**src/rtl/core/arq_pkg.sv**
```systemverilog
// shared types and constants of the adaptive range quantizer
// depends on nothing; used by the controller, the datapath and the top level
`default_nettype none

package arq_pkg;

    // configuration register indexes
    localparam logic [1:0] CFG_MODE  = 2'd0;
    localparam logic [1:0] CFG_NBINS = 2'd1;
    localparam logic [1:0] CFG_LOW   = 2'd2;
    localparam logic [1:0] CFG_HIGH  = 2'd3;

    // range modes
    localparam logic [1:0] MODE_AUTO  = 2'd0;
    localparam logic [1:0] MODE_CLAMP = 2'd1;
    localparam logic [1:0] MODE_MAP   = 2'd2;

    typedef enum logic [8:0] {
        S_IDLE = 9'b000000001,
        S_PREP = 9'b000000010,
        S_MUL1 = 9'b000000100,
        S_ST1  = 9'b000001000,
        S_DIV1 = 9'b000010000,
        S_MUL2 = 9'b000100000,
        S_ST2  = 9'b001000000,
        S_DIV2 = 9'b010000000,
        S_OUT  = 9'b100000000
    } t_state;

    // controller to datapath
    typedef struct packed {
        logic load;       // take the sample, update running min and max
        logic prep;       // pick range, distance and span
        logic mul1;       // numerator and denominator of the bin division
        logic mul2;       // numerator and denominator of the level division
        logic div_start;  // launch the divider
        logic bin_load;   // capture the bin quotient
        logic out_load;   // load the result register
    } t_cmd;

    // datapath to controller
    typedef struct packed {
        logic div_done;
    } t_sts;

endpackage

`default_nettype wire

```
**src/rtl/core/arq_div.sv**
```systemverilog
// restoring divider, one quotient bit per cycle
// standalone; the quotient must fit in QW bits
`default_nettype none

module arq_div #(
    parameter int QW = 16
) (
    input  wire logic              i_clk,
    input  wire logic              i_rst_n,
    input  wire logic              i_start,
    input  wire logic [2*QW+1:0]   i_num,
    input  wire logic [QW:0]       i_den,
    output logic      [QW-1:0]     o_quot,
    output logic                   o_done
);

    localparam int CW = $clog2(QW + 1);

    logic [QW:0]   r_rem;
    logic [QW-1:0] r_quo;
    logic [QW:0]   r_den;
    logic [CW-1:0] r_cnt;
    logic          r_busy;
    logic          r_done;

    logic [QW+1:0] trial;
    logic          ge;
    logic [QW+1:0] diff;

    assign trial = {r_rem, r_quo[QW-1]};
    assign ge    = trial >= {1'b0, r_den};
    assign diff  = trial - {1'b0, r_den};

    always_ff @(posedge i_clk) begin
        if (!i_rst_n) begin
            r_busy <= 1'b0;
            r_done <= 1'b0;
            r_cnt  <= '0;
        end else begin
            r_done <= 1'b0;
            if (i_start) begin
                r_busy <= 1'b1;
                r_cnt  <= CW'(QW);
            end else if (r_busy) begin
                r_cnt <= r_cnt - 1'b1;
                if (r_cnt == CW'(1)) begin
                    r_busy <= 1'b0;
                    r_done <= 1'b1;
                end
            end
        end
    end

    always_ff @(posedge i_clk) begin
        if (i_start) begin
            // upper part is below the divisor when the quotient fits
            r_rem <= i_num[2*QW:QW];
            r_quo <= i_num[QW-1:0];
            r_den <= i_den;
        end else if (r_busy) begin
            r_rem <= ge ? diff[QW:0] : trial[QW:0];
            r_quo <= {r_quo[QW-2:0], ge};
        end
    end

    assign o_quot = r_quo;
    assign o_done = r_done;

endmodule

`default_nettype wire

```
**src/rtl/core/arq_ctrl.sv**
```systemverilog
// sequencing state machine of the quantizer
// depends on arq_pkg; drives the datapath by t_cmd, watches t_sts
`default_nettype none

module arq_ctrl
    import arq_pkg::*;
(
    input  wire logic i_clk,
    input  wire logic i_rst_n,
    input  wire logic i_in_valid,
    output logic      o_in_ready,
    output logic      o_out_valid,
    input  wire logic i_out_ready,
    output t_cmd      o_cmd,
    input  wire t_sts i_sts
);

    t_state r_state, n_state;
    logic   r_out_valid, n_out_valid;
    logic   out_free;

    assign out_free = !r_out_valid || i_out_ready;

    always_comb begin
        n_state     = r_state;
        n_out_valid = r_out_valid && !i_out_ready;
        o_cmd       = '0;
        unique case (r_state)
            S_IDLE: begin
                if (i_in_valid) begin
                    o_cmd.load = 1'b1;
                    n_state    = S_PREP;
                end
            end
            S_PREP: begin
                o_cmd.prep = 1'b1;
                n_state    = S_MUL1;
            end
            S_MUL1: begin
                o_cmd.mul1 = 1'b1;
                n_state    = S_ST1;
            end
            S_ST1: begin
                o_cmd.div_start = 1'b1;
                n_state         = S_DIV1;
            end
            S_DIV1: begin
                if (i_sts.div_done) begin
                    o_cmd.bin_load = 1'b1;
                    n_state        = S_MUL2;
                end
            end
            S_MUL2: begin
                o_cmd.mul2 = 1'b1;
                n_state    = S_ST2;
            end
            S_ST2: begin
                o_cmd.div_start = 1'b1;
                n_state         = S_DIV2;
            end
            S_DIV2: begin
                if (i_sts.div_done) begin
                    n_state = S_OUT;
                end
            end
            S_OUT: begin
                if (out_free) begin
                    o_cmd.out_load = 1'b1;
                    n_out_valid    = 1'b1;
                    n_state        = S_IDLE;
                end
            end
            default: begin
                n_state = S_IDLE;
            end
        endcase
    end

    always_ff @(posedge i_clk) begin
        if (!i_rst_n) begin
            r_state     <= S_IDLE;
            r_out_valid <= 1'b0;
        end else begin
            r_state     <= n_state;
            r_out_valid <= n_out_valid;
        end
    end

    assign o_in_ready  = (r_state == S_IDLE);
    assign o_out_valid = r_out_valid;

endmodule

`default_nettype wire

```
**src/rtl/core/arq_dp.sv**
```systemverilog
// datapath: config registers, running range, operand prep, multiplier, result register
// depends on arq_pkg and arq_div
`default_nettype none

module arq_dp
    import arq_pkg::*;
#(
    parameter int SAMPLE_BITS = 16,
    parameter int BIN_BITS    = 10,
    parameter int QW          = 16,
    parameter int DATA_BITS   = 16
) (
    input  wire logic                          i_clk,
    input  wire logic                          i_rst_n,
    input  wire logic                          i_cfg_we,
    input  wire logic [1:0]                    i_cfg_idx,
    input  wire logic [DATA_BITS-1:0]          i_cfg_data,
    input  wire logic signed [SAMPLE_BITS-1:0] i_sample,
    input  wire t_cmd                          i_cmd,
    output t_sts                               o_sts,
    output logic [BIN_BITS-1:0]                o_bin,
    output logic signed [SAMPLE_BITS-1:0]      o_level,
    output logic                               o_zero_span
);

    localparam int S  = SAMPLE_BITS;
    localparam int B  = BIN_BITS;
    localparam int NW = 2 * QW + 2;

    // configuration
    logic [1:0]            r_mode;
    logic [B-1:0]          r_nbins;
    logic signed [S-1:0]   r_low;
    logic signed [S-1:0]   r_high;

    always_ff @(posedge i_clk) begin
        if (!i_rst_n) begin
            r_mode  <= MODE_AUTO;
            r_nbins <= B'(16);
            r_low   <= {1'b1, {(S-1){1'b0}}};
            r_high  <= {1'b0, {(S-1){1'b1}}};
        end else if (i_cfg_we) begin
            unique case (i_cfg_idx)
                CFG_MODE:  r_mode  <= i_cfg_data[1:0];
                CFG_NBINS: r_nbins <= i_cfg_data[B-1:0];
                CFG_LOW:   r_low   <= i_cfg_data[S-1:0];
                CFG_HIGH:  r_high  <= i_cfg_data[S-1:0];
                default:   r_mode  <= r_mode;
            endcase
        end
    end

    // running range
    logic                r_first;
    logic signed [S-1:0] r_min;
    logic signed [S-1:0] r_max;
    logic signed [S-1:0] r_s;

    always_ff @(posedge i_clk) begin
        if (!i_rst_n) begin
            r_first <= 1'b1;
            r_min   <= '0;
            r_max   <= '0;
        end else if (i_cmd.load) begin
            r_first <= 1'b0;
            r_min   <= (r_first || i_sample < r_min) ? i_sample : r_min;
            r_max   <= (r_first || i_sample > r_max) ? i_sample : r_max;
        end
    end

    always_ff @(posedge i_clk) begin
        if (i_cmd.load) begin
            r_s <= i_sample;
        end
    end

    // operand prep
    logic signed [S:0]   sx, minx, maxx, lowx, highx, v1, v, top, pt, lo_sel, hi_sel;
    logic signed [S:0]   a_full, d_full, fix_span;
    logic                zero_c;

    always_comb begin
        sx       = {r_s[S-1], r_s};
        minx     = {r_min[S-1], r_min};
        maxx     = {r_max[S-1], r_max};
        lowx     = {r_low[S-1], r_low};
        highx    = {r_high[S-1], r_high};
        fix_span = highx - lowx;
        v1       = (sx < lowx) ? lowx : sx;
        v        = (v1 > highx) ? highx : v1;
        case (r_mode)
            MODE_AUTO: begin
                hi_sel = maxx;
                lo_sel = minx;
                top    = maxx;
                pt     = sx;
                d_full = maxx - minx;
                zero_c = (d_full <= 0);
            end
            MODE_MAP: begin
                hi_sel = highx;
                lo_sel = lowx;
                top    = maxx;
                pt     = sx;
                d_full = maxx - minx;
                zero_c = (d_full <= 0) || (fix_span <= 0);
            end
            default: begin
                // clamp, also the unused fourth code
                hi_sel = highx;
                lo_sel = lowx;
                top    = highx;
                pt     = v;
                d_full = fix_span;
                zero_c = (d_full <= 0);
            end
        endcase
        a_full = top - pt;
    end

    logic signed [S-1:0] r_hi;
    logic [S-1:0]        r_a, r_d, r_span;
    logic                r_zero;
    logic signed [S:0]   span_full;

    assign span_full = hi_sel - lo_sel;

    always_ff @(posedge i_clk) begin
        if (i_cmd.prep) begin
            r_hi   <= hi_sel[S-1:0];
            r_a    <= a_full[S-1:0];
            r_d    <= d_full[S-1:0];
            r_span <= span_full[S-1:0];
            r_zero <= zero_c;
        end
    end

    // shared multiplier feeding the divider
    logic [B-1:0]    r_bin;
    logic [QW-1:0]   mul_x, mul_y, add_v;
    logic [2*QW-1:0] prod;
    logic [NW-1:0]   r_num;
    logic [QW:0]     r_den;

    always_comb begin
        if (i_cmd.mul2) begin
            mul_x = QW'(r_bin);
            mul_y = QW'(r_span);
            add_v = QW'(r_nbins);
        end else begin
            mul_x = QW'(r_a);
            mul_y = QW'(r_nbins);
            add_v = QW'(r_d);
        end
        prod = mul_x * mul_y;
    end

    always_ff @(posedge i_clk) begin
        if (i_cmd.mul1 || i_cmd.mul2) begin
            r_num <= {1'b0, prod, 1'b0} + NW'(add_v);
            r_den <= {add_v, 1'b0};
        end
    end

    logic [QW-1:0] quot;
    logic          div_done;

    arq_div #(
        .QW (QW)
    ) u_div (
        .i_clk   (i_clk),
        .i_rst_n (i_rst_n),
        .i_start (i_cmd.div_start),
        .i_num   (r_num),
        .i_den   (r_den),
        .o_quot  (quot),
        .o_done  (div_done)
    );

    assign o_sts.div_done = div_done;

    always_ff @(posedge i_clk) begin
        if (i_cmd.bin_load) begin
            r_bin <= r_zero ? '0 : quot[B-1:0];
        end
    end

    // level = hi - rounded offset
    logic signed [S:0] lvl;
    assign lvl = {r_hi[S-1], r_hi} - {1'b0, quot[S-1:0]};

    always_ff @(posedge i_clk) begin
        if (i_cmd.out_load) begin
            o_bin       <= r_bin;
            o_level     <= (r_zero || r_nbins == '0) ? r_hi : lvl[S-1:0];
            o_zero_span <= r_zero;
        end
    end

endmodule

`default_nettype wire

```
**src/rtl/core/adaptive_range_quantizer_core.sv**
```systemverilog
// top level of the adaptive range quantizer
// depends on arq_pkg, arq_ctrl, arq_dp (which holds arq_div)
//
//  channel  | ports                               | handshake
//  ---------+-------------------------------------+----------------------
//  input    | i_sample                            | i_in_valid / o_in_ready
//  output   | o_bin, o_level, o_zero_span         | o_out_valid / i_out_ready
//  config   | i_cfg_idx, i_cfg_data               | i_cfg_we, no wait
//
// one item at a time: a new item is taken only once the last has loaded its
// result; the two passes through the bit-serial divider (bin, then level) set
// the time from accept to a loaded result
// the result sits in an output register, so the next item is taken while it waits
// a result that finds the output register still full holds until it drains
// synchronous active-low reset clears config to defaults and the running range
`default_nettype none

module adaptive_range_quantizer_core
    import arq_pkg::*;
#(
    parameter int SAMPLE_BITS = 16,
    parameter int BIN_BITS    = 10
) (
    input  wire logic                              i_clk,
    input  wire logic                              i_rst_n,
    input  wire logic                              i_cfg_we,
    input  wire logic [1:0]                        i_cfg_idx,
    input  wire logic [((SAMPLE_BITS > BIN_BITS) ? SAMPLE_BITS : BIN_BITS)-1:0] i_cfg_data,
    input  wire logic                              i_in_valid,
    output logic                                   o_in_ready,
    input  wire logic signed [SAMPLE_BITS-1:0]     i_sample,
    output logic                                   o_out_valid,
    input  wire logic                              i_out_ready,
    output logic [BIN_BITS-1:0]                    o_bin,
    output logic signed [SAMPLE_BITS-1:0]          o_level,
    output logic                                   o_zero_span
);

    // divider quotient width: bin needs BIN_BITS, level offset needs SAMPLE_BITS
    localparam int QW = (SAMPLE_BITS > BIN_BITS) ? SAMPLE_BITS : BIN_BITS;

    t_cmd cmd;
    t_sts sts;

    // sequencer: accept, prep, bin division, level division, result load
    arq_ctrl u_ctrl (
        .i_clk       (i_clk),
        .i_rst_n     (i_rst_n),
        .i_in_valid  (i_in_valid),
        .o_in_ready  (o_in_ready),
        .o_out_valid (o_out_valid),
        .i_out_ready (i_out_ready),
        .o_cmd       (cmd),
        .i_sts       (sts)
    );

    // registers, running min/max, multiplier and divider
    arq_dp #(
        .SAMPLE_BITS (SAMPLE_BITS),
        .BIN_BITS    (BIN_BITS),
        .QW          (QW),
        .DATA_BITS   (QW)
    ) u_dp (
        .i_clk       (i_clk),
        .i_rst_n     (i_rst_n),
        .i_cfg_we    (i_cfg_we),
        .i_cfg_idx   (i_cfg_idx),
        .i_cfg_data  (i_cfg_data),
        .i_sample    (i_sample),
        .i_cmd       (cmd),
        .o_sts       (sts),
        .o_bin       (o_bin),
        .o_level     (o_level),
        .o_zero_span (o_zero_span)
    );

`ifndef NO_ASSERTIONS
    // a zero span always forces bin 0
    a_zero_bin : assert property (@(posedge i_clk) disable iff (!i_rst_n)
        o_out_valid && o_zero_span |-> o_bin == '0)
        else $error("zero span with nonzero bin");

    // an accepted item makes the block busy
    a_busy_after_accept : assert property (@(posedge i_clk) disable iff (!i_rst_n)
        i_in_valid && o_in_ready |=> !o_in_ready)
        else $error("ready stayed high after accepting an item");

    // a new result only appears from a busy sequencer
    a_result_from_work : assert property (@(posedge i_clk) disable iff (!i_rst_n)
        $rose(o_out_valid) |-> $past(!o_in_ready))
        else $error("result appeared while idle");
`endif

endmodule

`default_nettype wire
```
**config.mk**
```make
export PLATFORM = sky130hd
export DESIGN_NAME = adaptive_range_quantizer_core
export DESIGN_NICKNAME = d
export VERILOG_FILES = /design/src/rtl/core/arq_pkg.sv /design/src/rtl/core/arq_div.sv /design/src/rtl/core/arq_ctrl.sv /design/src/rtl/core/arq_dp.sv /design/src/rtl/core/adaptive_range_quantizer_core.sv
export SDC_FILE = /design/constraint.sdc
export NUM_CORES = 1
export LEC_CHECK = 0
export CORE_MARGIN = 2
export CORE_UTILIZATION = 55
export CTS_CLUSTER_SIZE = 20
export DETAILED_ROUTE_END_ITERATION = 10
export DONT_BUFFER_PORTS = 1
export GPL_TIMING_DRIVEN = 0
export PLACE_DENSITY = 0.81
export SYNTH_ARGS = -nofsm -noshare
export SYNTH_HDL_FRONTEND = slang
export SYNTH_HIERARCHICAL = 1
export SYNTH_SLANG_ARGS = --single-unit
export TNS_END_PERCENT = 100
```
**constraint.sdc**
```tcl
create_clock -name i_clk -period 9.9 [get_ports i_clk]
set_input_delay 0.99 -clock i_clk [delete_from_list [all_inputs] [get_ports i_clk]]
set_output_delay 0.99 -clock i_clk [all_outputs]
set_load 0.1 [all_outputs]
```
==> summary.txt, run 1 <==
Global routing
  – GRT Resource Usage Total: 0.319
  – Maximum number of pins on one net before global-route repair: 66
  – Antenna violations before repair: 3
  – Remaining global-route overflow: 0
  – Via count of the first global-routing pass: 22.7k
  – First-pass GRT wire length: about 130,000 um

Worst setup path
  – Crit-path max FO: 10
  – Cell family with the largest share of critical-path delay: adder cells
  – CP max stage cell: sky130_fd_sc_hd__fa_1
  – WP data required: approximately 10,000 ps
  – Buffers plus inverters on the worst setup path: 9
  – Critical path start-end classification: flip-flop to flip-flop
  – Type of destination of the critical path: flip-flop
  – CP startpoint kind: flip-flop
  – Arrival time worst endpoint: about 9700 ps
  – Maximum cell stage delay along the critical path: between 500 and 600 ps

Floorplanning
  – Starting density of the core: 0.558
  – Overall die area: ~0.053 sq mm
  – Y dimension of the die: ~230 um
  – Boundary pin count: between 60 and 70
  – Cell row count: 82
  – Core area: between 0.05 and 0.06 sq mm
  – Width of the die: 230 um

Timing
  – Final-layout setup total negative slack: 0 ps
  – Worst Hold Margin: 415 ps
  – Number of pins exceeding their max-slew limit in the final report: 0
  – Endpoints failing hold: 0
  – Final critical-path share of the clock period: 0.952
  – Number of setup violations in the final report: 0
  – Highest clock rate: ~110 MHz
  – Setup repair after global routing missed its margin: false
  – Max_slew headroom: 0.148
  – Transition time at the pin with the least slew margin: 1260 ps
  – Minimum clock period: around 9400 ps
  – Clk_skew: between 15 and 20 ps

Detailed routing
  – Total Wirelength: between 80,000 and 90,000 um
  – DRC violations left: 0
  – Routed len/inst: 22.5 um
  – Number of iterations in the first detailed-routing pass: 6
  – Detailed Route Iter0 Violations: between 1.5k and 2k
  – Antenna Nets Post-Route: 0
  – Via Count: between 20k and 25k
  – Post-DR vias/cell: 5.92

Layout
  – Leading cell types in the layout, fill and taps excluded: 373 x sky130_fd_sc_hd__inv_1, 318 x sky130_fd_sc_hd__nand2_1, 277 x sky130_fd_sc_hd__ha_1
  – Commonest non-fill, non-tap cell in the layout: sky130_fd_sc_hd__inv_1
  – Count of fill cells added during filler insertion: approximately 4.2k
  – Reg area: around 0.0084 sq mm
  – Number of nets in the final layout: 3,506
  – Final core utilization: 0.604
  – Area occupied by multi-input gates: roughly 0.018 sq mm
  – Fraction of layout cells with a size suffix above 1: 0.0630
  – Synth-to-Final Area Change: 8.25%

Clocking
  – Library cell used as clock root buffer: sky130_fd_sc_hd__clkbuf_16
  – Clk sinks: between 300 and 400
  – Hold-fix buffers, CTS: 0
  – Number of H-tree levels: 2
  – Max clock buf depth: 3
  – Clock buffer count from CTS: 37
  – Reg clk slew, reported paths: ~60 ps
  – TritonCTS clock tree: built
  – Clock latency of the later-clocked register in the worst-skew pair: 560 ps

Power
  – Cell Int Power: 3.13 mW
  – Static leakage power: approximately 13 nW
  – Power density of the placed cells: between 150 and 200 mW/mm^2
  – Worst-case vdd ir drop: 0.136 mV
  – Portion of total power attributed to the clock network: 0.273
  – Net switching fraction of the power: 0.375
  – Flop pwr share: 0.317
  – Logic pwr share: 0.409
  – Power spent charging and discharging nets: roughly 1.9 mW

Place
  – Port buffer count: 0
  – Detailed placer's ending HPWL: 68,100 um
  – Routability congestion estimate from global placement: about 1

Synth
  – Synth warnings: 6
  – Gate count after technology mapping: 2,912
  – Cell area after synthesis: 0.0280 sq mm
  – Mean instance size in the synthesized netlist: 9.62 sq um

Status
  – Run status: completed

Job
  – Max-cap violations: 0

Worst hold path
  – Hold WC Path Type: flip-flop to flip-flop
## final timing paths
| kind | start | endpoint | slack, ps | cells after the start |
|---|---|---|---|---|
| worst min register to register | u_dp/r_den[14] | u_dp/u_div/r_den[14] | 420 | 0 |
| worst max-delay path | u_ctrl/r_state[7] | u_dp/r_num[30] | 480 | 34 |
| worst max register to register | u_ctrl/r_state[7] | u_dp/r_num[30] | 480 | 34 |
| worst min-delay path | u_dp/r_den[14] | u_dp/u_div/r_den[14] | 420 | 0 |
## what timing repair did
action                     in CTS  in global routing
buffers inserted                0                  0
setup endpoints to repair       7                 17
gates resized for setup         2                 17
## power by group through the flow
| stage | registers [mW] | logic, mW | clock network, mW |
|---|---|---|---|
| after floorplan | 1.58 | 1.42 | 0 |
| after global placement | 1.61 | 1.91 | 0 |
| after detailed placement | 1.61 | 1.97 | 0 |
| after CTS | 1.59 | 1.98 | 1.39 |
| after global routing | 1.59 | 2.24 | 1.44 |
| final | 1.59 | 2.05 | 1.37 |
## per-stage QoR
| step | setup WS (ps) | total power [mW] | area [sq um] | std cells |
|---|---|---|---|---|
| 6_report | 479 | 5.01 | 30300 | 3694 |
| 5_1_grt | 37.7 | 5.27 | 30300 | 3689 |
| 4_1_cts | 14.8 | 4.96 | 30300 | 3689 |
| 3_5_place_dp | -162 | 3.58 | 29000 | 3622 |
| 3_3_place_gp | -196 | 3.52 | 29000 | 3619 |
| 2_1_floorplan | 1920 | 3.01 | 28100 | 2947 |
## worst register-to-register path, delay by kind of cell (launching register included)
family	cells	cell delay [ps]
mux	1	500
simple gates	7	1480
flops	1	310
compound gates	7	1810
fa+ha+maj	8	3220
buf+inv	9	1630
xor+xnor	2	230
## area by class of cell
type,instances,share of cell area
multi-input cells,2174,0.594
flip-flops and latches,310,0.276
inverters,375,0.0464
clock buffers,48,0.0326
well taps,672,0.0277
plain buffers,88,0.0137
clock inverters,19,0.00739
repair buffers,3,0.00165
diodes,5,0.000413
## sequential cells by signal, summed over array words and instances, names as in the netlist, 2 cells and up
| name | flops |
|---|---|
| u_dp/r_num | 33 |
| u_ctrl/r_state | 9 |
| u_dp/r_s | 16 |
| u_dp/r_max | 16 |
| u_dp/o_level | 16 |
| u_dp/u_div/o_quot | 16 |
| u_dp/r_min | 16 |
| u_dp/o_bin | 10 |
| u_dp/r_den | 15 |
| u_dp/r_d | 16 |
| u_dp/u_div/r_rem | 17 |
| u_dp/r_bin | 10 |
| u_dp/u_div/r_den | 17 |
| u_dp/r_span | 16 |
| u_dp/r_hi | 16 |
| u_dp/r_low | 16 |
| u_dp/r_nbins | 10 |
| u_dp/r_high | 16 |
| u_dp/r_a | 16 |
| u_dp/r_mode | 2 |
| u_dp/u_div/r_cnt | 5 |
## per-layer routing
metal | vias up | routed length, um | GRT usage | part of all wire
li1 | 10100 | - | - | -
met1 | 10700 | 32800 | 0.384 | 0.40
met2 | 812 | 39600 | 0.539 | 0.48
met3 | 237 | 5570 | 0.0565 | 0.067
met4 | 2 | 5050 | 0.179 | 0.061
met5 | - | 13 | 0 | 0.00016
No activity file was read; power rests on OpenSTA's default activity.
==> inputs of run 2 (changes only) <==
--- a/config.mk
+++ b/config.mk
@@ -5,6 +5,7 @@
 export SDC_FILE = /design/constraint.sdc
 export NUM_CORES = 1
 export LEC_CHECK = 0
+export ABC_AREA = 1
 export CORE_MARGIN = 2
 export CORE_UTILIZATION = 55
 export CTS_CLUSTER_SIZE = 20
==> run 2 against run 1 <==
Against the previous run:
- wire length is 0.29% higher
- non-clock buffer count is 16 lower
- largest power group unchanged
- largest cell class unchanged
- clock skew is 0.52 ps lower
- highest routed layer is now met4
- clock-buffer cell count is 1 lower
- hold slack better by 3.2 ps
==> summary.txt, run 2 <==
Status
  – Run status: completed

Timing
  – Final-layout setup total negative slack: 0 ps (unchanged)
  – Setup repair after global routing missed its margin: false
  – Transition time at the pin with the least slew margin: 1140 ps (-128 ps)
  – Max_slew headroom: 0.242 (+0.0943)
  – Highest clock rate: 108 MHz (+2.1%)
  – Final critical-path share of the clock period: 0.932 (-0.0196)
  – Clk_skew: 17.9 ps (-0.524 ps)
  – Number of setup violations in the final report: 0 (unchanged)
  – Minimum clock period: 9230 ps (-194 ps)
  – Number of pins exceeding their max-slew limit in the final report: 0 (unchanged)
  – Endpoints failing hold: 0 (unchanged)

Worst setup path
  – Maximum cell stage delay along the critical path: 580 ps (+20 ps)
  – Type of destination of the critical path: flip-flop
  – Cell with the most instances on the worst path: sky130_fd_sc_hd__inv_1
  – Critical path start-end classification: flip-flop to flip-flop
  – WP data required: 10,190 ps (about the same)
  – CP max stage cell: sky130_fd_sc_hd__fa_1
  – CP startpoint kind: flip-flop
  – Arrival time worst endpoint: 9520 ps (-200 ps)
  – Crit-path max FO: 11 (+1)

Floorplanning
  – Boundary pin count: 68 (unchanged)
  – Cell row count: 83 (+1.2%)
  – Width of the die: 232 um (+1.1%)
  – Overall die area: 0.0539 sq mm (+2.2%)
  – Y dimension of the die: 232 um (+1.1%)
  – Core area: 0.0514 sq mm (+2.5%)
  – Starting density of the core: 0.557 (-0.00121)

Job
  – Max-cap violations: 0 (unchanged)

Global routing
  – Met1 usage: 0.405 (+0.0212)
  – GR Util met2: 0.501 (-0.0385)
  – Antenna violations before repair: 0 (-3)
  – First-pass GRT wire length: 129,000 um (+0.69%)
  – Via count of the first global-routing pass: 23.8k (+5.0%)
  – Global route hottest layer: met2
  – Remaining global-route overflow: 0 (unchanged)
  – Maximum number of pins on one net before global-route repair: 66 (unchanged)
  – Met3 usage: 0.0587 (+0.00217)
  – GRT Resource Usage Total: 0.312 (-0.00629)

Synth
  – Mean instance size in the synthesized netlist: 7.91 sq um (-18%)
  – Synth warnings: 6 (unchanged)
  – Gate count after technology mapping: 3,619 (+24%)
  – Cell area after synthesis: 0.0286 sq mm (+2.2%)

Layout
  – Synth-to-Final Area Change: 7.77%
  – Leading cell types in the layout, fill and taps excluded: 851 x sky130_fd_sc_hd__nand2_1, 628 x sky130_fd_sc_hd__inv_1, 277 x sky130_fd_sc_hd__ha_1
  – Largest registers in the final layout: u_dp/r_num: 33 flops, u_dp/u_div/r_den: 17 flops, u_dp/u_div/r_rem: 17 flops
  – Fraction of layout cells with a size suffix above 1: 0.0411 (-0.0219)
  – Biggest register: u_dp/r_num
  – Flip-flop count of the largest register, all copies and words added: 33 (unchanged)
  – Commonest non-fill, non-tap cell in the layout: sky130_fd_sc_hd__nand2_1
  – Antenna Cells: 0 (-5)
  – Number of nets in the final layout: 4,211 (+20%)
  – Number of standard cells in the layout, taps in and fillers out: 4,403 (+19%)

Detailed routing
  – Antenna Nets Post-Route: 0 (unchanged)
  – Number of iterations in the first detailed-routing pass: 6 (unchanged)
  – Post-DR vias/cell: 5.65 (-4.5%)
  – Via Count: 24.9k (+14%)
  – Routed len/inst: 18.9 um (-16%)
  – Detailed Route Iter0 Violations: 2,642 (+68%)
  – DRC violations left: 0 (unchanged)
  – Total Wirelength: 83,300 um (+0.29%)

Clocking
  – Clock buffer count from CTS: 37 (unchanged)
  – Clock latency of the later-clocked register in the worst-skew pair: 560 ps (about the same)
  – Setup repair bufs after CTS: 0 (unchanged)
  – Number of H-tree levels: 2 (unchanged)
  – Library cell used as clock root buffer: sky130_fd_sc_hd__clkbuf_16
  – Reg clk slew, reported paths: 60 ps (about the same)
  – Max clock buf depth: 3 (unchanged)
  – Clk sinks: 310 (unchanged)
  – TritonCTS clock tree: built

Power
  – Worst-case vdd ir drop: 0.187 mV (+37%)
  – Power density of the placed cells: 226 mW/mm^2 (+37%)
  – Static leakage power: 15.0 nW (+13%)

Place
  – Detailed placer's ending HPWL: 68,800 um (+1.1%)
  – Routability congestion estimate from global placement: 1.01 (+0.80%)
  – Port buffer count: 0 (unchanged)
  – Number of cells in the design after placement: 4,336 (+20%)

Worst hold path
  – Hold WC Path Type: flip-flop to flip-flop
-- run 2: worst max-delay path: cells and delay by family (launching register included) --
family / cells / cell delay [ps]
flip-flops: 1 / 320
XOR/XNOR: 2 / 430
buffers and inverters: 11 / 1690
AND/OR/NAND/NOR: 12 / 1550
AO/OA/AOI/OAI: 4 / 1230
adder cells (fa/ha/maj): 8 / 3740
-- run 2: final cells by class --
cell class / count / area (sq um)
timing repair buffer: 2 / 55.1
buffer: 73 / 310
clock buffer: 47 / 973
tap: 680 / 851
clock inverter: 21 / 198
inverter: 643 / 2410
sequential: 310 / 8370
multi-input combinational: 2627 / 17700
fill: 4508 / 20600
-- run 2: what timing repair did --
action,CTS,global route
hold buffers,0,0
setup endpoints to repair,0,5
gates resized for setup,0,3
-- run 2: where the power goes --
group          total, mW  internal [mW]  switching [mW]
Sequential          1.80           1.66           0.143
Combinational       3.86           1.30            2.55
Clock               1.33          0.763           0.566
Total               6.99           3.72            3.26
-- run 2: worst paths after layout --
check                                        from             endpoint  slack, ps  depth (start not counted)
worst max-delay path            u_ctrl/r_state[0]       u_dp/r_num[23]        670                         37
worst min-delay path                u_dp/r_den[8]  u_dp/u_div/r_den[8]        420                          0
worst max register to register  u_ctrl/r_state[0]       u_dp/r_num[23]        670                         37
worst min register to register      u_dp/r_den[8]  u_dp/u_div/r_den[8]        420                          0
-- run 2: layer usage --
| layer | wire [um] | vias to the layer above |
|---|---|---|
| li1 | - | 11800 |
| met1 | 33300 | 11600 |
| met2 | 37400 | 1174 |
| met3 | 7850 | 249 |
| met4 | 4630 | 0 |
| met5 | 0 | - |
-- run 2: metrics by stage --
step	util	total power, mW	setup slack [ps]	cell area (sq um)	hold WS [ps]
floorplan	-	4.56	2220	28800	400
global placement	0.576	5.45	618	29600	402
detailed placement	0.577	5.54	565	29700	405
CTS	0.600	6.88	528	30800	418
global route	0.600	7.51	79.9	30900	425
finish	0.600	6.99	673	30900	419
